[config.mk]
export PLATFORM = sky130hd
export DESIGN_NAME = metrk_queue
export DESIGN_NICKNAME = d
export VERILOG_FILES = /design/src/rtl/metrk_pkg.sv /design/src/rtl/metrk_queue.sv
export SDC_FILE = /design/constraint.sdc
export NUM_CORES = 1
export LEC_CHECK = 0
export CORE_ASPECT_RATIO = 1.5
export CORE_MARGIN = 3
export CORE_UTILIZATION = 49
export CTS_BUF_LIST = sky130_fd_sc_hd__clkbuf_4 sky130_fd_sc_hd__clkbuf_8
export DETAILED_ROUTE_END_ITERATION = 7
export DONT_BUFFER_PORTS = 1
export MAX_ROUTING_LAYER = met4
export PLACE_DENSITY = 0.73
export SYNTH_ARGS = -nofsm -noshare
export SYNTH_HDL_FRONTEND = slang
export SYNTH_SLANG_ARGS = --single-unit
export TNS_END_PERCENT = 10
[constraint.sdc]
create_clock -name clk -period 4.5 [get_ports clk]
set_input_delay 0.45 -clock clk [delete_from_list [all_inputs] [get_ports clk]]
set_output_delay 0.45 -clock clk [all_outputs]
set_load 0.005 [all_outputs]
[src/rtl/metrk_pkg.sv]
// Shared types and constants of the motor encoder feedback tracker.
// No dependencies; every module of the block imports this package.

package metrk_pkg;

	localparam int MOTOR_COUNT = 4;
	localparam int AVG_DEPTH   = 6;

	localparam int SEL_W  = (MOTOR_COUNT > 1) ? $clog2(MOTOR_COUNT) : 1;
	localparam int AVG_LOG = $clog2(AVG_DEPTH);
	localparam int SLOT_W = (AVG_DEPTH > 1) ? AVG_LOG : 1;

	localparam int ID_W       = 11;
	localparam int OFS_W      = 13;
	localparam int POS_W      = 16;
	localparam int D_W        = 18;
	localparam int TURN_W     = 16;
	localparam int TOTAL_W    = 32;
	localparam int ANGLE_W    = 28;
	localparam int CFG_IDX_W  = 3;
	localparam int CFG_DATA_W = 13;

	// register indexes of the configuration port
	localparam logic [CFG_IDX_W-1:0] REG_FIRST_ID = 3'd0;
	localparam logic [CFG_IDX_W-1:0] REG_OFS_M0   = 3'd1;
	localparam logic [CFG_IDX_W-1:0] REG_OFS_M1   = 3'd2;
	localparam logic [CFG_IDX_W-1:0] REG_OFS_M2   = 3'd3;
	localparam logic [CFG_IDX_W-1:0] REG_OFS_M3   = 3'd4;

	localparam logic [ID_W-1:0] FIRST_ID_RESET = 11'd513;

	localparam int ENC_SPAN     = 8191;
	localparam int UNWRAP_LIMIT = 4096;
	localparam int DEG_PER_TURN = 360;

	// ring sum and the reciprocal used for the ring mean
	localparam int RSUM_W    = D_W + AVG_LOG + 1;
	localparam int AVG_SHIFT = RSUM_W - 1 + AVG_LOG;
	localparam int AVG_Q_W   = RSUM_W - AVG_LOG;
	localparam logic [RSUM_W-1:0] AVG_MUL =
		RSUM_W'(((64'd1 << AVG_SHIFT) + AVG_DEPTH - 1) / AVG_DEPTH);

	// 256/36 reduces to 64/9; division by 9 by reciprocal, exact below 2**32
	localparam int ANG_PRE_SHL = 6;
	localparam int ANG_SHIFT   = 33;
	localparam int ANG_MUL_W   = 30;
	localparam int ANGLE_DIV   = 9;
	localparam logic [ANG_MUL_W-1:0] ANG_MUL =
		ANG_MUL_W'(((64'd1 << ANG_SHIFT) + ANGLE_DIV - 1) / ANGLE_DIV);

	typedef logic [3:0][OFS_W-1:0] offset_set_t;

	typedef struct packed {
		logic             hit;
		logic [SEL_W-1:0] sel;
		logic [POS_W-1:0] pos;
		logic [15:0]      speed;
		logic [15:0]      current;
	} qentry_t;

	localparam int QUEUE_DEPTH = 2;
	localparam int QPTR_W      = (QUEUE_DEPTH > 1) ? $clog2(QUEUE_DEPTH) : 1;
	localparam int QCNT_W      = $clog2(QUEUE_DEPTH + 1);

endpackage

[src/rtl/metrk_queue.sv]
// Short request queue between the front end and the tracking pipeline.
// Depends on metrk_pkg for the entry type and depth.

module metrk_queue (
	input  logic               clk,
	input  logic               arst_n,
	input  logic               push,
	input  metrk_pkg::qentry_t push_data,
	input  logic               pop,
	output metrk_pkg::qentry_t head,
	output logic               nonempty,
	output logic               full
);
	import metrk_pkg::*;

	qentry_t             mem_q [QUEUE_DEPTH];
	logic [QPTR_W-1:0]   wr_ptr_q;
	logic [QPTR_W-1:0]   rd_ptr_q;
	logic [QCNT_W-1:0]   cnt_q;

	assign full     = (cnt_q == QCNT_W'(QUEUE_DEPTH));
	assign nonempty = (cnt_q != '0);
	assign head     = mem_q[rd_ptr_q];

	always_ff @(posedge clk) begin
		if (push) begin
			mem_q[wr_ptr_q] <= push_data;
		end
	end

	always_ff @(posedge clk or negedge arst_n) begin
		if (!arst_n) begin
			wr_ptr_q <= '0;
			rd_ptr_q <= '0;
			cnt_q    <= '0;
		end else begin
			if (push) begin
				wr_ptr_q <= (wr_ptr_q == QPTR_W'(QUEUE_DEPTH - 1)) ? '0 : wr_ptr_q + 1'b1;
			end
			if (pop) begin
				rd_ptr_q <= (rd_ptr_q == QPTR_W'(QUEUE_DEPTH - 1)) ? '0 : rd_ptr_q + 1'b1;
			end
			if (push && !pop) begin
				cnt_q <= cnt_q + 1'b1;
			end else if (pop && !push) begin
				cnt_q <= cnt_q - 1'b1;
			end
		end
	end
endmodule

==> flow_summary.yaml, run 1 <==
run_status:
  status: "complete, no violations"
setup_path:
  crit_chain: "mux2_4"
  slowest_stage: "dfrtp_4"
  crit_buf_inv: 0
  critPathMaxFanout: 52
  crit_family: "flip-flops"
  worst_ep_arrival_time_ns: 1.84
  start_kind: "flip-flop"
  worst_ep_required_time_ns: 4.05
  critPathMaxStageDelay_ns: 1.04
  endpoint_kind: "output pin"
  crit_type: "flip-flop to output pin"
min_path:
  min_path_type: "input pin to flip-flop"
global_route:
  track_usage_pct: 14.3
  first_global_vias: 1725
  grt_pass1_wl_um: 9420
  grt_remaining_overflow: 0
  antenna_found_initial: 0
  grt_max_degree: 53
cells_and_area:
  instances_no_fill: 292
  final_cell_mix: "102 x edfxtp_1, 49 x mux2_4, 9 x clkbuf_8, 4 x xor2_1, 3 x dfrtp_1"
  final_layout_size_suffix_gt1_share_pct: 38.0
  antenna_cells: 0
  fin_nets: 238
  nFillCells: 641
  final_common_cell: "edfxtp_1"
  syn_to_final_growth_pct: 5.92
sta:
  timing.final.hold_violations: 0
  finalMaxSlewViolations: 0
  slew_headroom_pct: 17.3
  fin_tns_setup_ns: 0
  worst_clock_skew_ns: 0.00707
  finalCritPeriodShare_pct: 51.0
  setup_viol: 0
  tightest_slew_ns: 1.24
  rsz0062_at_grt: "no"
  fmax_mhz: 436
  fin_crit_ns: 2.29
pwr:
  leakage_nw: 1.57
  p_per_area_nw_per_um2: 605
  peakVddDrop_mv: 0.497
floorplanning:
  floorplan.rows: 40
  die_h_um: 118
  io_pins: 108
  core_um2: 8110
  dieArea_um2: 9570
  dieWidth_um: 80.9
  initial_utilization_pct: 50.8
clocking:
  root_buffer: "clkbuf_8"
  cts.sinks: 106
  clk_pin_slew_ns: 0.09
  cts_setup_buffers: 0
  h-tree-depth: 3
  clockBufferDepth: 2
  clk_latency_ns: 0.35
  cts_tree: "done"
  cts_made_buffers: 9
placement:
  globalplace.congestion: 0.699
  io_buffers: 0
  dp_cells: 275
  dp_hpwl_um: 4400
yosys:
  yosysSeqAreaShare_pct: 76.7
  yosys-top-cells-area: "edfxtp_1 74%, mux2_4 18%, buf_12 2.4%"
  ys_types: 14
  synth_area_um2: 4120
  avgSynthCellArea_um2: 23.6
  yosysWarnings: 0
  synth_top_area_share_pct: 74.3
  synth-seq-cells: 106
  synthCells: 175
  synth_nets: 231
  synth_top_area_cell: "edfxtp_1"
run:
  maxCapViolCount: 0
detailed_routing:
  drt-initial-drc-count: 102
  avgViaCountPerCell: 5.20
  drc: 0
  vias: 1519
  antenna_left: 0
  wirelength_um: 6420
  dr.pass1.iters: 4
  post_drt_wl_per_cell_um: 22.0
where the power goes:
part | switching [mW] | internal (mW)
Sequential | 0.185 | 1.32
Combinational | 0.226 | 0.362
Clock | 0.283 | 0.268
metal layers:
metal  part of all wire (%)  vias up  GRT usage (%)
met5                      0        -              -
met4                    1.7        0           5.71
met3                    7.2        8           5.34
met2                     60       51           25.8
met1                     31      769           13.0
li1                       -      691              -
cell usage after synthesis (all sizes together):
cell type,n
buf,6
nor2b,2
dfrtp,4
nor2,1
edfxtp,102
xnor2,1
ha,1
and2,1
mux2,51
inv,1
xor2,4
or2,1
kinds of logic after synthesis:
group | count (synthesis) | share of synthesized area, %
DFF | 106 | 76.7
adders and majority gates | 1 | 0.304
muxes | 51 | 18.4
xor gates and xnor gates | 5 | 1.06
buffers and inverters | 7 | 2.79
and+or+nand+nor | 5 | 0.698
layout make-up:
class	count	area (um^2)	area share [%]
well taps	105	131	3.01
repair buffers	2	17.5	0.401
multi-input cells	62	852	19.5
clock inverters	5	55.1	1.26
inverters	1	3.75	0.0860
clock buffers	11	139	3.18
flip-flops and latches	106	3170	72.5
worst paths after layout:
check	start	to	slack, ns	depth (start not counted)
max in group asynchronous	arst_n	rd_ptr_q	3.95	1
min	pop	rd_ptr_q	0.17	1
max reg2reg	wr_ptr_q	mem_q[1][4]	2.67	1
min reg2reg	cnt_q[1]	cnt_q[1]	0.49	1
min in group asynchronous	arst_n	rd_ptr_q	0.36	1
max	rd_ptr_q	head[23]	2.21	1
sequential cells by signal, indices dropped and copies added, names as in the netlist:
name,count
mem_q,102
cnt_q,2
rd_ptr_q,1
wr_ptr_q,1
per-stage QoR:
| step | area (um^2) | hold WS, ns | worst slack [ns] | power (mW) | utilization [%] |
|---|---|---|---|---|---|
| floorplan | 4120 | 0.154 | 1.32 | 2.09 | - |
| global placement | 4160 | 0.155 | 2.59 | 2.09 | 51.3 |
| detailed placement | 4160 | 0.155 | 2.54 | 2.13 | 51.3 |
| CTS | 4370 | 0.153 | 2.14 | 2.68 | 53.8 |
| global route | 4370 | 0.148 | 2.10 | 2.77 | 53.8 |
| finish | 4370 | 0.173 | 2.21 | 2.64 | 53.8 |
timing repair:
action | in CTS | in global routing
hold buffers | 1 | 0
hold endpoints to repair | 4 | 0
gates resized for setup | 0 | 0
Power figures use the tool's default switching activity.
==> inputs of run 2 (changes only) <==
PLACE_DENSITY = 0.75   (was 0.73)
clock period = 1.9 ns   (was 4.5 ns; I/O delays follow)
==> run 2 against run 1 <==
  * Flip-flop and latch count unchanged
  * Core utilization grew 7.7 points
  * Clock-buffer cell count up 2
  * Largest power group unchanged
==> flow_summary.yaml, run 2 (synthesis gave the netlist of run 1 again) <==
setup_path:
  start_kind: "flip-flop"
  crit_start: "rd_ptr_q"
  reg2reg_depth: 2
  worst_ep_required_time_ns: 1.71
  critPathMaxFanout: 27
  worst_ep_arrival_time_ns: 1.62
  r2r_slack_ns: 0.63
  timing.rr.start: "wr_ptr_q"
  endpoint: "head[4]"
  rr_endpoint: "mem_q[1][37]"
  crit_type: "flip-flop to output pin"
  endpoint_kind: "output pin"
clocking:
  h-tree-depth: 3
  cts_hold_buf: 54
  clockBufferDepth: 2
  cts_resized: 0
  cts.sinks: 106
  cts_setup_buffers: 0
  cts_made_buffers: 9
  root_buffer: "clkbuf_8"
  clk_pin_slew_ns: 0.09
  cts_tree: "done"
  clk_latency_ns: 0.35
pwr:
  internal-power_mw: 4.92
  pwr-share-clk_pct: 22.1
  leakage_nw: 1.84
  peakVddDrop_mv: 0.898
  seqPwrFrac_pct: 50.7
  pwr-share-comb_pct: 27.2
  p_per_area_nw_per_um2: 1330
  power_switching_share_pct: 25.9
  p_sw_mw: 1.72
floorplanning:
  initial_utilization_pct: 50.8
  io_pins: 108
  dieArea_um2: 9570
  floorplan.rows: 40
  die_h_um: 118
  dieWidth_um: 80.9
  core_um2: 8110
detailed_routing:
  antenna_left: 0
  avgViaCountPerCell: 5.17
  dr.pass1.iters: 4
  vias: 1806
  wirelength_um: 7280
  drc: 0
  drt-initial-drc-count: 105
  post_drt_wl_per_cell_um: 20.9
cells_and_area:
  multi_input_area_um2: 852
  fin_nets: 295
  reg_top3: "mem_q (102), cnt_q (2)"
  final_cell_mix: "102 x edfxtp_1, 54 x dlygate4sd3_1, 49 x mux2_4, 9 x clkbuf_8"
  stdcell_area_um2: 4990
  final_common_cell: "edfxtp_1"
  largest_register_ffs: 102
  nFillCells: 580
  regArea_um2: 3170
  instances_no_fill: 349
  syn_to_final_growth_pct: 21.0
  antenna_cells: 0
  top_register: "mem_q"
  final_layout_size_suffix_gt1_share_pct: 31.1
placement:
  dp_hpwl_um: 4730
  globalplace.congestion: 0.637
  pre_cts_ws_ns: 0.466
  dp_cells: 279
  io_buffers: 0
  placed_area_um2: 4230
global_route:
  grt_pass1_wl_um: 11100
  antenna_found_initial: 0
  grt_remaining_overflow: 0
  grt_max_degree: 52
  track_usage_pct: 16.5
  first_global_vias: 2064
sta:
  slew_headroom_pct: 78.7
  tightest_slew_ns: 0.320
  fin_crit_ns: 1.81
  setup_viol: 0
  finalCritPeriodShare_pct: 95.1
  fmax_mhz: 553
  fin_tns_setup_ns: 0
  timing.final.hold_violations: 0
  rsz0062_at_grt: "no"
  final.setup.worst_slack_ns: 0.0924
  worst_clock_skew_ns: 0.00649
  finalMaxSlewViolations: 0
min_path:
  min_path_type: "input pin to flip-flop"
run:
  maxCapViolCount: 0
run_status:
  status: "complete, no violations"
[run 2: cell count changes in the layout (fill, tap and decap cells not counted), sizes merged]
cell	delta
clkinv	-2
bufinv	+1
buf	+4
clkinvlp	-1
clkbuf	+2
dlygate4sd3	+53
[run 2: through the flow]
| stage | total power, mW | util (%) | hold WS [ns] |
|---|---|---|---|
| after floorplan | 4.93 | - | -0.106 |
| after global placement | 5.03 | 52.2 | -0.105 |
| after detailed placement | 5.16 | 52.2 | -0.105 |
| after CTS | 6.71 | 61.5 | 0.0692 |
| after global routing | 6.92 | 61.5 | 0.0797 |
| final | 6.63 | 61.5 | 0.0814 |
[run 2: layout make-up]
cell class                 instances  area share, %
clock buffer                      13           3.09
clock inverter                     3           1.30
multi-input combinational         62           17.1
timing repair buffer              59           12.3
sequential                       106           63.5
tap                              105           2.63
inverter                           1         0.0752
[run 2: worst max-delay path: stages, from the launching register on]
cell and delay [ns]:
dfrtp_4 0.63, buf_12 0.27, mux2_4 0.34
[run 2: per-layer routing]
layer  up-vias  routed length [um]  GRT usage [%]
li1        809                   -              -
met3        18                 383           4.80
met4         0                 218           8.77
met2        67                4060           28.8
met1       912                2610           16.0
met5         -                   0              -
[run 2: how the worst min path moves through the flow]
stage            from  endpoint  slack, ns  cells past startpoint
6_report         push  cnt_q[0]       0.08                      2
5_1_grt          push  cnt_q[0]       0.08                      2
4_1_cts          push  cnt_q[0]       0.07                      2
3_5_place_dp   arst_n  wr_ptr_q      -0.11                      0
3_3_place_gp   arst_n  wr_ptr_q      -0.11                      0
2_1_floorplan  arst_n  cnt_q[0]      -0.11                      0
[run 2: power groups by stage]
| stage | registers (mW) | clock network, mW | logic (mW) |
|---|---|---|---|
| global route | 3.40 | 1.59 | 1.93 |
| CTS | 3.37 | 1.50 | 1.85 |
| detailed placement | 3.42 | 0 | 1.74 |
| finish | 3.36 | 1.47 | 1.80 |
| floorplan | 3.27 | 0 | 1.67 |
| global placement | 3.36 | 0 | 1.67 |
