`config.mk`:
```
export PLATFORM = sky130hd
export DESIGN_NAME = metrk_front_flat
export DESIGN_NICKNAME = d
export VERILOG_FILES = /design/src/rtl/metrk_pkg.sv /design/src/rtl/metrk_in_if.sv /design/src/rtl/metrk_front.sv /design/src/flat_wrapper.sv
export SDC_FILE = /design/constraint.sdc
export NUM_CORES = 1
export LEC_CHECK = 0
export BUFFER_PORTS_ARGS = -buffer_cell sky130_fd_sc_hd__buf_2
export CAP_MARGIN = 20
export CORE_ASPECT_RATIO = 1.5
export CORE_MARGIN = 2
export CORE_UTILIZATION = 36
export DETAILED_ROUTE_END_ITERATION = 12
export PLACE_DENSITY = 0.95
export SYNTH_ARGS = -nofsm -noshare
export SYNTH_HDL_FRONTEND = slang
export SYNTH_SLANG_ARGS = --single-unit
```
`constraint.sdc`:
```
create_clock -name vclk -period 3.35
set_clock_uncertainty 0.1 [all_clocks]
set_input_delay 0.1675 -clock vclk [all_inputs]
set_output_delay 0.1675 -clock vclk [all_outputs]
set_load 0.02 [all_outputs]
```
`src/rtl/metrk_pkg.sv`:
```
// Shared types and constants of the motor encoder feedback tracker.
// No dependencies; every module of the block imports this package.

package metrk_pkg;

	localparam int MOTOR_COUNT = 4;
	localparam int AVG_DEPTH   = 6;

	localparam int SEL_W  = (MOTOR_COUNT > 1) ? $clog2(MOTOR_COUNT) : 1;
	localparam int AVG_LOG = $clog2(AVG_DEPTH);
	localparam int SLOT_W = (AVG_DEPTH > 1) ? AVG_LOG : 1;

	localparam int ID_W       = 11;
	localparam int OFS_W      = 13;
	localparam int POS_W      = 16;
	localparam int D_W        = 18;
	localparam int TURN_W     = 16;
	localparam int TOTAL_W    = 32;
	localparam int ANGLE_W    = 28;
	localparam int CFG_IDX_W  = 3;
	localparam int CFG_DATA_W = 13;

	// register indexes of the configuration port
	localparam logic [CFG_IDX_W-1:0] REG_FIRST_ID = 3'd0;
	localparam logic [CFG_IDX_W-1:0] REG_OFS_M0   = 3'd1;
	localparam logic [CFG_IDX_W-1:0] REG_OFS_M1   = 3'd2;
	localparam logic [CFG_IDX_W-1:0] REG_OFS_M2   = 3'd3;
	localparam logic [CFG_IDX_W-1:0] REG_OFS_M3   = 3'd4;

	localparam logic [ID_W-1:0] FIRST_ID_RESET = 11'd513;

	localparam int ENC_SPAN     = 8191;
	localparam int UNWRAP_LIMIT = 4096;
	localparam int DEG_PER_TURN = 360;

	// ring sum and the reciprocal used for the ring mean
	localparam int RSUM_W    = D_W + AVG_LOG + 1;
	localparam int AVG_SHIFT = RSUM_W - 1 + AVG_LOG;
	localparam int AVG_Q_W   = RSUM_W - AVG_LOG;
	localparam logic [RSUM_W-1:0] AVG_MUL =
		RSUM_W'(((64'd1 << AVG_SHIFT) + AVG_DEPTH - 1) / AVG_DEPTH);

	// 256/36 reduces to 64/9; division by 9 by reciprocal, exact below 2**32
	localparam int ANG_PRE_SHL = 6;
	localparam int ANG_SHIFT   = 33;
	localparam int ANG_MUL_W   = 30;
	localparam int ANGLE_DIV   = 9;
	localparam logic [ANG_MUL_W-1:0] ANG_MUL =
		ANG_MUL_W'(((64'd1 << ANG_SHIFT) + ANGLE_DIV - 1) / ANGLE_DIV);

	typedef logic [3:0][OFS_W-1:0] offset_set_t;

	typedef struct packed {
		logic             hit;
		logic [SEL_W-1:0] sel;
		logic [POS_W-1:0] pos;
		logic [15:0]      speed;
		logic [15:0]      current;
	} qentry_t;

	localparam int QUEUE_DEPTH = 2;
	localparam int QPTR_W      = (QUEUE_DEPTH > 1) ? $clog2(QUEUE_DEPTH) : 1;
	localparam int QCNT_W      = $clog2(QUEUE_DEPTH + 1);

endpackage

```
`src/rtl/metrk_in_if.sv`:
```
// Request channel carrying one received feedback frame.
// Depends on nothing; widths are those of the frame fields.

interface metrk_in_if;
	logic        valid;
	logic        ready;
	logic [10:0] frame_id;
	logic [7:0]  pos_high;
	logic [7:0]  pos_low;
	logic [7:0]  speed_high;
	logic [7:0]  speed_low;
	logic [7:0]  current_high;
	logic [7:0]  current_low;

	modport source (output valid, frame_id, pos_high, pos_low, speed_high, speed_low,
		current_high, current_low, input ready);
	modport sink (input valid, frame_id, pos_high, pos_low, speed_high, speed_low,
		current_high, current_low, output ready);
endinterface

```
`src/rtl/metrk_front.sv`:
```
// Front end: accepts frames, matches the identifier to a motor, packs the bytes.
// Depends on metrk_pkg and metrk_in_if.

module metrk_front (
	metrk_in_if.sink                 feedback,
	input  logic [metrk_pkg::ID_W-1:0] first_id,
	input  logic                     q_full,
	output logic                     push,
	output metrk_pkg::qentry_t       push_data
);
	import metrk_pkg::*;

	logic [ID_W:0] diff;

	assign feedback.ready = !q_full;
	assign push           = feedback.valid && !q_full;

	always_comb begin
		diff = {1'b0, feedback.frame_id} - {1'b0, first_id};
		// below the base the difference borrows into the top bit
		push_data.hit     = !diff[ID_W] && (diff[ID_W-1:0] < ID_W'(MOTOR_COUNT));
		push_data.sel     = diff[SEL_W-1:0];
		push_data.pos     = {feedback.pos_high, feedback.pos_low};
		push_data.speed   = {feedback.speed_high, feedback.speed_low};
		push_data.current = {feedback.current_high, feedback.current_low};
	end
endmodule

```
`src/flat_wrapper.sv`:
```
// flat-port wrapper written by rule: the top's interface ports become plain ports
module metrk_front_flat import metrk_pkg::*;
  (first_id, q_full, push, push_data, feedback_valid, feedback_frame_id, feedback_pos_high, feedback_pos_low, feedback_speed_high, feedback_speed_low, feedback_current_high, feedback_current_low, feedback_ready);
  metrk_in_if feedback_i ();
  input  logic [metrk_pkg::ID_W-1:0] first_id;
  input  logic q_full;
  output logic push;
  output metrk_pkg::qentry_t push_data;
  input wire logic [$bits(feedback_i.valid)-1:0] feedback_valid;
  input wire logic [$bits(feedback_i.frame_id)-1:0] feedback_frame_id;
  input wire logic [$bits(feedback_i.pos_high)-1:0] feedback_pos_high;
  input wire logic [$bits(feedback_i.pos_low)-1:0] feedback_pos_low;
  input wire logic [$bits(feedback_i.speed_high)-1:0] feedback_speed_high;
  input wire logic [$bits(feedback_i.speed_low)-1:0] feedback_speed_low;
  input wire logic [$bits(feedback_i.current_high)-1:0] feedback_current_high;
  input wire logic [$bits(feedback_i.current_low)-1:0] feedback_current_low;
  output wire logic [$bits(feedback_i.ready)-1:0] feedback_ready;
  assign feedback_i.valid = feedback_valid;
  assign feedback_i.frame_id = feedback_frame_id;
  assign feedback_i.pos_high = feedback_pos_high;
  assign feedback_i.pos_low = feedback_pos_low;
  assign feedback_i.speed_high = feedback_speed_high;
  assign feedback_i.speed_low = feedback_speed_low;
  assign feedback_i.current_high = feedback_current_high;
  assign feedback_i.current_low = feedback_current_low;
  assign feedback_ready = feedback_i.ready;
  metrk_front u_core (.feedback(feedback_i), .first_id(first_id), .q_full(q_full), .push(push), .push_data(push_data));
endmodule
```
==> results.sh, run 1 <==
export IMPL_status="complete, no violations"
export IMPL_use_met3_pct=2.44
export IMPL_place_gp_congestion=0.857
export IMPL_syn_to_final_growth_pct=-19.4
export IMPL_nNetsFinal=205
export IMPL_fin_cells=143
export IMPL_power_total_mw=0.124
export IMPL_critPathMaxFanout=4
export IMPL_placed_cells=143
export IMPL_internal_power_mw=0.0576
export IMPL_yosys_top_cells_count="buf_4 (48), inv_1 (17), ha_1 (11)"
export IMPL_diodes=0
export IMPL_hold_violations=0
export IMPL_ys_seq_area_share_pct=0
export IMPL_maxSlewViolCount=0
export IMPL_seqPwrFrac_pct=0
export IMPL_grt_max_degree=9
export IMPL_via_per_inst=5.44
export IMPL_die_area_sq_mm=0.00309
export IMPL_syn_num_nets=222
export IMPL_post_drt_wl_per_cell_microns=11.7
export IMPL_drive_above_1_share_pct=27.7
export IMPL_drcViolationCount=0
export IMPL_final_period_utilization_pct=76.1
export IMPL_multi_input_area_sq_um=532
export IMPL_nClkBuffers=0
export IMPL_grt_most_used_layer="met2"
export IMPL_fp_dieH_microns=67.1
export IMPL_drt_iter0_markers=5
export IMPL_pin_count=125
export IMPL_tns_ps=0
export IMPL_path_cells="buf_2 -> inv_1 -> ha_1 -> inv_1 -> fa_1 -> xor2_1 -> a2111oi_0 -> o21ai_0 -> nor3_1 -> nand4_1 -> a2111oi_2 -> buf_2"
export IMPL_hold_slack_ps=235
export IMPL_rows=22
export IMPL_p_sw_share_pct=53.5
export IMPL_seq_cells=0
export IMPL_fp_dieW_microns=46.1
export IMPL_cp_end_kind="output pin"
export IMPL_hold_depth=0
export IMPL_maxSlewHeadroom_pct=78.4
export IMPL_grt_pass1_wl_microns=2740
export IMPL_timing_final_ws_setup_ps=801
export IMPL_worst_pin_slew_ps=316
export IMPL_cp_num_buf_inv=4
export IMPL_start_util_pct=38.6
export IMPL_use_met1_pct=10.9
export IMPL_p_per_area_mw_per_mm2=161
export IMPL_cp_depth=12
export IMPL_leakagePower_nw=0.419
export IMPL_ys_warn_count=0
export IMPL_required_ps=3080
export IMPL_dp_hpwl_microns=1480
export IMPL_slowest_stage="fa_1"
export IMPL_fmax_mhz=392
export IMPL_ant_nets=0
export IMPL_totalWireLength_microns=1670
export IMPL_yosysMostFrequentCell="buf_4"
export IMPL_netlist_area_sq_um=956
export IMPL_fillers=286
export IMPL_hold_path_class="in -> out"
export IMPL_slowest_delay_ps=430
export IMPL_cap_violations=0
export IMPL_dr_pass1_iters=4
export IMPL_syn_inst=138
export IMPL_setup_viol=0
export IMPL_rsz0062_at_grt="false"
export IMPL_start_kind="input port"
export IMPL_grtUsageMet2_pct=18.9
export IMPL_grt_antenna_before_repair=0
export IMPL_grt_total_usage_pct=11.1
export IMPL_synth_top_area_cell="buf_4"
export IMPL_switchingPower_mw=0.0663
export IMPL_dp_slack_ps=790
export IMPL_placeableCoreArea_sq_mm=0.00248
export IMPL_synth_area_leaders="buf_4 (38%), ha_1 (14%), inv_1 (6.7%)"
export IMPL_synth_cell_types=31
export IMPL_seq_area_sq_um=0
export IMPL_vdd_ir_drop_max_mv=0.0471
export IMPL_pwr_share_comb_pct=100.0
export IMPL_port_buffers=29
export IMPL_arrival_ps=2280
export IMPL_postCtsSetupRepairBufs=0
export IMPL_path_class="in -> out"
export IMPL_synth_top_area_share_pct=37.7
export IMPL_grt_overflow_total=0
export IMPL_fin_crit_ps=2550
export IMPL_clkPwrFrac_pct=0
export IMPL_syn_avg_cell_area_sq_um=6.93
export IMPL_via_count=778
export IMPL_cts_resized=0
export IMPL_critical_path_top_delay_family="compound AO/OA/AOI/OAI gates"
export IMPL_ctsHoldBuffers=0
export IMPL_grt_pass1_vias=703
cell type report:
class	instances	share of cell area [%]
multi-input cells	73	69.0
repair buffers	29	18.8
inverters	17	8.28
well taps	24	3.90
through the flow:
stage	util (%)	cell area, sq um
after floorplan	-	956
after global placement	31.1	771
after detailed placement	31.1	771
after CTS	31.1	771
after global routing	31.1	771
final	31.1	771
layer usage:
| layer | wire length [microns] | share of wire (%) | vias up |
|---|---|---|---|
| li1 | - | - | 381 |
| met1 | 546 | 33 | 329 |
| met2 | 823 | 49 | 44 |
| met3 | 187 | 11 | 24 |
| met4 | 115 | 6.9 | 0 |
| met5 | 0 | 0 | - |
power groups by stage:
stage | Combinational, mW | Sequential, mW | Clock, mW
2_1_floorplan | 0.176 | 0 | 0
3_3_place_gp | 0.122 | 0 | 0
3_5_place_dp | 0.125 | 0 | 0
4_1_cts | 0.126 | 0 | 0
5_1_grt | 0.142 | 0 | 0
6_report | 0.124 | 0 | 0
layout by cell type (no fill, tap or decap):
cell and n:
nor2_1 8, o22ai_1 3, nor3_1 2, a32oi_1 1, buf_2 29, a21o_1 1, mux2i_1 1, nand4_1 2
a2111o_1 1, fa_1 1, a2111oi_2 1, or4b_1 1, or2_2 1, o21a_1 3, nand2b_1 2, nand3_1 2
a21boi_0 1, inv_1 17, o21ai_1 1, nor3b_1 1, o31a_1 1, nand2_1 7, a21oi_1 7, nor2b_1 2
xnor2_1 1, o21ai_0 6, a2111oi_0 1, ha_1 11, xor2_1 1, o211ai_1 1, mux2_2 2
path summary, 6_finish.rpt:
check	from	to	slack, ps
worst max-delay path	feedback_frame_id[0]	push_data[50]	800
worst min-delay path	feedback_speed_low[2]	push_data[18]	240
cells by family (layout without fill, tap and decap cells):
kind of cell | Yosys count | count (layout) | share of synthesized area [%]
buffers and inverters | 65 | 46 | 44.4
AOI/OAI and AO/OA | 28 | 28 | 19.5
and+or+nand+nor | 28 | 28 | 14.4
adders and majority gates | 12 | 12 | 16.5
muxes | 3 | 3 | 3.40
xor gates and xnor gates | 2 | 2 | 1.83
(Power assumes the default switching activity.)
==> run 2, diff against run 1 <==
--- a/config.mk
+++ b/config.mk
@@ -9,9 +9,9 @@
 export CAP_MARGIN = 20
 export CORE_ASPECT_RATIO = 1.5
 export CORE_MARGIN = 2
-export CORE_UTILIZATION = 36
+export CORE_UTILIZATION = 30
 export DETAILED_ROUTE_END_ITERATION = 12
-export PLACE_DENSITY = 0.95
+export PLACE_DENSITY = 0.91
 export SYNTH_ARGS = -nofsm -noshare
 export SYNTH_HDL_FRONTEND = slang
 export SYNTH_SLANG_ARGS = --single-unit
==> constraint.sdc (replaced) <==
create_clock -name vclk -period 2.22
set_clock_uncertainty 0.1 [all_clocks]
set_input_delay 0.111 -clock vclk [all_inputs]
set_output_delay 0.111 -clock vclk [all_outputs]
set_load 0.02 [all_outputs]
==> results.sh, run 2 (synthesis results as in run 1) <==
export IMPL_nNetsFinal=206
export IMPL_grt_antenna_before_repair=0
export IMPL_wl_met1_microns=622
export IMPL_final_period_utilization_pct=107
export IMPL_hold_path_endpoint="push_data[0]"
export IMPL_leakagePower_nw=0.426
export IMPL_p_sw_share_pct=54.2
export IMPL_die_area_sq_mm=0.00366
export IMPL_setup_viol=1
export IMPL_seq_area_sq_um=0
export IMPL_critPathMaxFanout=3
export IMPL_via_per_inst=4.89
export IMPL_cap_violations=0
export IMPL_dpl_cell_area_sq_um=811
export IMPL_wl_met2_microns=985
export IMPL_power_total_mw=0.210
export IMPL_drive_above_1_share_pct=35.0
export IMPL_final_common_cell="buf_2"
export IMPL_vdd_ir_drop_max_mv=0.0691
export IMPL_hold_path_class="in -> out"
export IMPL_dr_pass1_iters=4
export IMPL_internal_power_mw=0.0964
export IMPL_pwr_share_comb_pct=100.0
export IMPL_worst_pin_slew_ps=321
export IMPL_hold_slack_ps=122
export IMPL_violations="negative setup slack"
export IMPL_syn_to_final_growth_pct=-10.5
export IMPL_grt_overflow_total=0
export IMPL_timing_final_ws_setup_ps=-163
export IMPL_fp_dieH_microns=73.1
export IMPL_nClkBuffers=0
export IMPL_met3_length_microns=160
export IMPL_dp_hpwl_microns=1620
export IMPL_port_buffers=29
export IMPL_fp_dieW_microns=50.1
export IMPL_totalWireLength_microns=1920
export IMPL_fmax_mhz=420
export IMPL_drcViolationCount=0
export IMPL_grt_total_usage_pct=9.41
export IMPL_start_kind="input port"
export IMPL_start_util_pct=30.9
export IMPL_grt_pass1_vias=726
export IMPL_cp_end_kind="output pin"
export IMPL_status="finished, violations left"
export IMPL_diodes=0
export IMPL_seqPwrFrac_pct=0
export IMPL_rsz0062_at_grt="true"
export IMPL_min_delay_start="feedback_current_low[0]"
export IMPL_grt_max_degree=9
export IMPL_postCtsSetupRepairBufs=0
export IMPL_fillers=349
export IMPL_post_drt_wl_per_cell_microns=12.0
export IMPL_fin_crit_ps=2380
export IMPL_place_gp_congestion=0.864
export IMPL_via_count=782
export IMPL_rows=25
export IMPL_grt_pass1_wl_microns=2860
export IMPL_path_class="in -> out"
export IMPL_multi_input_area_sq_um=578
export IMPL_clkPwrFrac_pct=0
export IMPL_arrival_ps=2170
export IMPL_final_cell_mix="buf_2 (27), inv_1 (15), ha_1 (10), nand2_1 (7), nor2_1 (7)"
export IMPL_hold_depth=0
export IMPL_hold_violations=0
export IMPL_p_per_area_mw_per_mm2=246
export IMPL_switchingPower_mw=0.114
export IMPL_maxSlewViolCount=0
export IMPL_maxSlewHeadroom_pct=78.4
export IMPL_drt_iter0_markers=7
export IMPL_ctsHoldBuffers=0
export IMPL_final_util_pct=27.6
export IMPL_ant_nets=0
export IMPL_stdcell_area_sq_um=856
export IMPL_maxUsedRoutingLayer="met4"
export IMPL_placeableCoreArea_sq_mm=0.00310
export IMPL_dp_slack_ps=-225
export IMPL_seq_cells=0
export IMPL_required_ps=2010
export IMPL_pin_count=125
run 2: routing by layer:
| metal | vias up | global-route usage [%] |
|---|---|---|
| met5 | - | 0 |
| met4 | 0 | 7.72 |
| met3 | 30 | 0.205 |
| met2 | 39 | 18.6 |
| met1 | 332 | 8.65 |
| li1 | 381 | - |
run 2: power by group through the flow:
| stage | registers (mW) | clock network (mW) | logic [mW] |
|---|---|---|---|
| detailed placement | 0 | 0 | 0.196 |
| CTS | 0 | 0 | 0.198 |
| floorplan | 0 | 0 | 0.270 |
| finish | 0 | 0 | 0.210 |
| global placement | 0 | 0 | 0.192 |
| global route | 0 | 0 | 0.236 |
run 2: layout make-up:
cell class         instances  area share, %
multi-input cells         73           67.5
repair buffers            30           18.9
well taps                 40           5.85
inverters                 17           7.75
run 2: worst max path at each step:
| stage | startpoint | to | slack [ps] |
|---|---|---|---|
| 2_1_floorplan | feedback_frame_id[0] | push_data[50] | 30 |
| 3_3_place_gp | feedback_frame_id[0] | push_data[50] | -190 |
| 3_5_place_dp | feedback_frame_id[0] | push_data[50] | -230 |
| 4_1_cts | feedback_frame_id[0] | push_data[50] | -160 |
| 5_1_grt | feedback_frame_id[0] | push_data[50] | -300 |
| 6_report | feedback_frame_id[0] | push_data[50] | -160 |
run 2: critical path, cell delays in order:
cell	delay [ps]
buf_6	100
inv_4	40
ha_4	120
inv_2	40
fa_2	390
buf_4	150
a21oi_2	150
o22ai_2	110
nor2_2	150
mux2i_1	190
nand4_1	150
a2111oi_4	290
buf_4	190
run 2: timing repair:
item                                    in CTS  in global routing
pin swaps                                    2                  8
endpoints found under the setup margin       1                  1
gates resized for setup                      3                 11
run 2: per-stage QoR:
step / TNS (ps) / instances
floorplan: 0 / 138
global placement: -186 / 160
detailed placement: -225 / 160
CTS: -155 / 160
global route: -296 / 160
finish: -163 / 160
==> run 3, diff against run 2 <==
--- a/config.mk
+++ b/config.mk
@@ -5,13 +5,15 @@
 export SDC_FILE = /design/constraint.sdc
 export NUM_CORES = 1
 export LEC_CHECK = 0
+export ABC_AREA = 1
 export BUFFER_PORTS_ARGS = -buffer_cell sky130_fd_sc_hd__buf_2
 export CAP_MARGIN = 20
 export CORE_ASPECT_RATIO = 1.5
 export CORE_MARGIN = 2
-export CORE_UTILIZATION = 30
+export CORE_UTILIZATION = 32
 export DETAILED_ROUTE_END_ITERATION = 12
 export PLACE_DENSITY = 0.91
+export SLEW_MARGIN = 20
 export SYNTH_ARGS = -nofsm -noshare
 export SYNTH_HDL_FRONTEND = slang
 export SYNTH_SLANG_ARGS = --single-unit
==> results.sh, run 3 <==
export IMPL_status="complete, no violations"
export IMPL_maxSlewViolCount=0
export IMPL_final_common_cell="nand2_1"
export IMPL_synthXorXnorAreaFrac_pct=0.793
export IMPL_synth_adder_area_share_pct=14.3
export IMPL_grt_pass1_wl_microns=3690
export IMPL_setup_viol=0
export IMPL_critPathMaxFanout=4
export IMPL_start_kind="input port"
export IMPL_final_util_pct=27.9
export IMPL_multi_input_area_sq_um=586
export IMPL_ys_seq_area_share_pct=0
export IMPL_grt_max_degree=8
export IMPL_rsz0062_at_grt="false"
export IMPL_ctsHoldBuffers=0
export IMPL_place_gp_congestion=0.911
export IMPL_rows=26
export IMPL_drive_above_1_share_pct=22.9
export IMPL_nNetsFinal=261
export IMPL_cp_end_kind="output pin"
export IMPL_yosys_area_share_simple_pct=34.7
export IMPL_via_count=963
export IMPL_syn_num_nets=279
export IMPL_port_buffers=29
export IMPL_yosys_top_cells_count="nand2_1 (51), buf_4 (48), inv_1 (40)"
export IMPL_muxShareOfSynthArea_pct=0
export IMPL_drt_iter0_markers=20
export IMPL_final_period_utilization_pct=86.5
export IMPL_p_per_area_mw_per_mm2=236
export IMPL_worst_pin_slew_ps=280
export IMPL_leakagePower_nw=0.646
export IMPL_netlist_area_sq_mm=0.00110
export IMPL_seq_area_sq_um=0
export IMPL_synth_top_area_share_pct=32.6
export IMPL_cap_violations=0
export IMPL_grt_antenna_before_repair=0
export IMPL_synth_area_leaders="buf_4 (33%), nand2_1 (17%), inv_1 (14%)"
export IMPL_syn_to_final_growth_pct=-15.5
export IMPL_seq_cells=0
export IMPL_grt_overflow_total=0
export IMPL_fmax_mhz=521
export IMPL_via_per_inst=4.44
export IMPL_vdd_ir_drop_max_mv=0.0944
export IMPL_synth_top_family_by_area="buffers and inverters"
export IMPL_drcViolationCount=0
export IMPL_syn_inst=195
export IMPL_grt_pass1_vias=932
export IMPL_ant_nets=0
export IMPL_grt_total_usage_pct=11.3
export IMPL_placeableCoreArea_sq_mm=0.00335
export IMPL_ys_warn_count=0
export IMPL_yosysMostFrequentCell="nand2_1"
export IMPL_fin_crit_ps=1920
export IMPL_required_ps=2010
export IMPL_arrival_ps=1710
export IMPL_pin_count=125
export IMPL_fp_dieW_microns=52.0
export IMPL_postCtsSetupRepairBufs=0
export IMPL_dr_pass1_iters=4
export IMPL_syn_avg_cell_area_sq_um=5.67
export IMPL_fin_cells=217
export IMPL_final_cell_mix="nand2_1 (51), inv_1 (40), buf_2 (29), nand3_1 (13), ha_1 (11)"
export IMPL_hold_path_class="in -> out"
export IMPL_dpl_cell_area_sq_um=931
export IMPL_dp_hpwl_microns=1940
export IMPL_synth_compound_area_share_pct=3.06
export IMPL_fillers=386
export IMPL_hold_violations=0
export IMPL_start_util_pct=33.0
export IMPL_stdcell_area_sq_um=933
export IMPL_die_area_sq_mm=0.00395
export IMPL_post_drt_wl_per_cell_microns=10.2
export IMPL_diodes=0
export IMPL_synth_top_area_cell="buf_4"
export IMPL_synth_cell_types=16
export IMPL_maxSlewHeadroom_pct=81.3
export IMPL_path_class="in -> out"
export IMPL_totalWireLength_microns=2210
export IMPL_placed_cells=217
export IMPL_tns_ps=0
export IMPL_fp_dieH_microns=76.0
export IMPL_nClkBuffers=0
[run 3: cell types whose count changed after synthesis, moves of 6 or more]
cell,change
inv_1,+23
nand2_1,+44
nand2_2,+6
nand3_1,+11
o21ai_0,-6
[run 3: repair_timing]
item,CTS,global route
setup endpoints to repair,0,1
gates resized for setup,0,1
hold endpoints to repair,0,0
[run 3: path summary, 6_finish.rpt]
| check | startpoint | cells after the start | end | slack (ps) |
|---|---|---|---|---|
| max | feedback_frame_id[0] | 15 | push_data[50] | 300 |
| min | feedback_speed_low[2] | 0 | push_data[18] | 120 |
[run 3: final cells by class]
cell class                      instances  share of cell area, %
Inverter                               40                   16.1
Multi-Input combinational cell        106                   62.7
Tap cell                               42                   5.63
Timing Repair Buffer                   29                   15.5
[run 3: report_power, final]
part / leakage, nW / internal (mW) / switching (mW) / total (mW)
Clock: 0 / 0 / 0 / 0
Sequential: 0 / 0 / 0 / 0
Combinational: 0.646 / 0.0892 / 0.131 / 0.221
Total: 0.646 / 0.0892 / 0.131 / 0.221
[run 3: routing by layer]
| metal | part of all wire, % | vias up | wire, microns | track usage, % |
|---|---|---|---|---|
| met4 | 9.5 | 0 | 210 | 10.0 |
| li1 | - | 497 | - | - |
| met5 | 0 | - | 0 | 0 |
| met3 | 13 | 34 | 278 | 1.57 |
| met2 | 45 | 51 | 993 | 19.9 |
| met1 | 33 | 381 | 727 | 10.7 |
[run 3: cell families (layout without fill, tap and decap cells)]
family          after synthesis  count (layout)
buf+inv                      89              69
xor+xnor                      1               1
simple gates                 87              87
compound gates                6               6
fa+ha+maj                    12              12
[run 3: critical path: stages]
cell and delay (ps):
buf_2 90, inv_1 40, ha_1 130, inv_1 80
fa_2 380, nand2_2 70, nand2_2 70, nand3_1 90
nand3b_1 80, nand2_1 80, nand2_1 50, nor2_1 100
nand3_1 80, nor2_1 80, buf_2 170
[run 3: through the flow]
| stage | setup WS, ps | power, mW | hold WS [ps] |
|---|---|---|---|
| after floorplan | 402 | 0.293 | 199 |
| after global placement | 228 | 0.215 | 122 |
| after detailed placement | 214 | 0.219 | 122 |
| after CTS | 211 | 0.220 | 122 |
| after global routing | 74.7 | 0.255 | 122 |
| final | 300 | 0.221 | 122 |
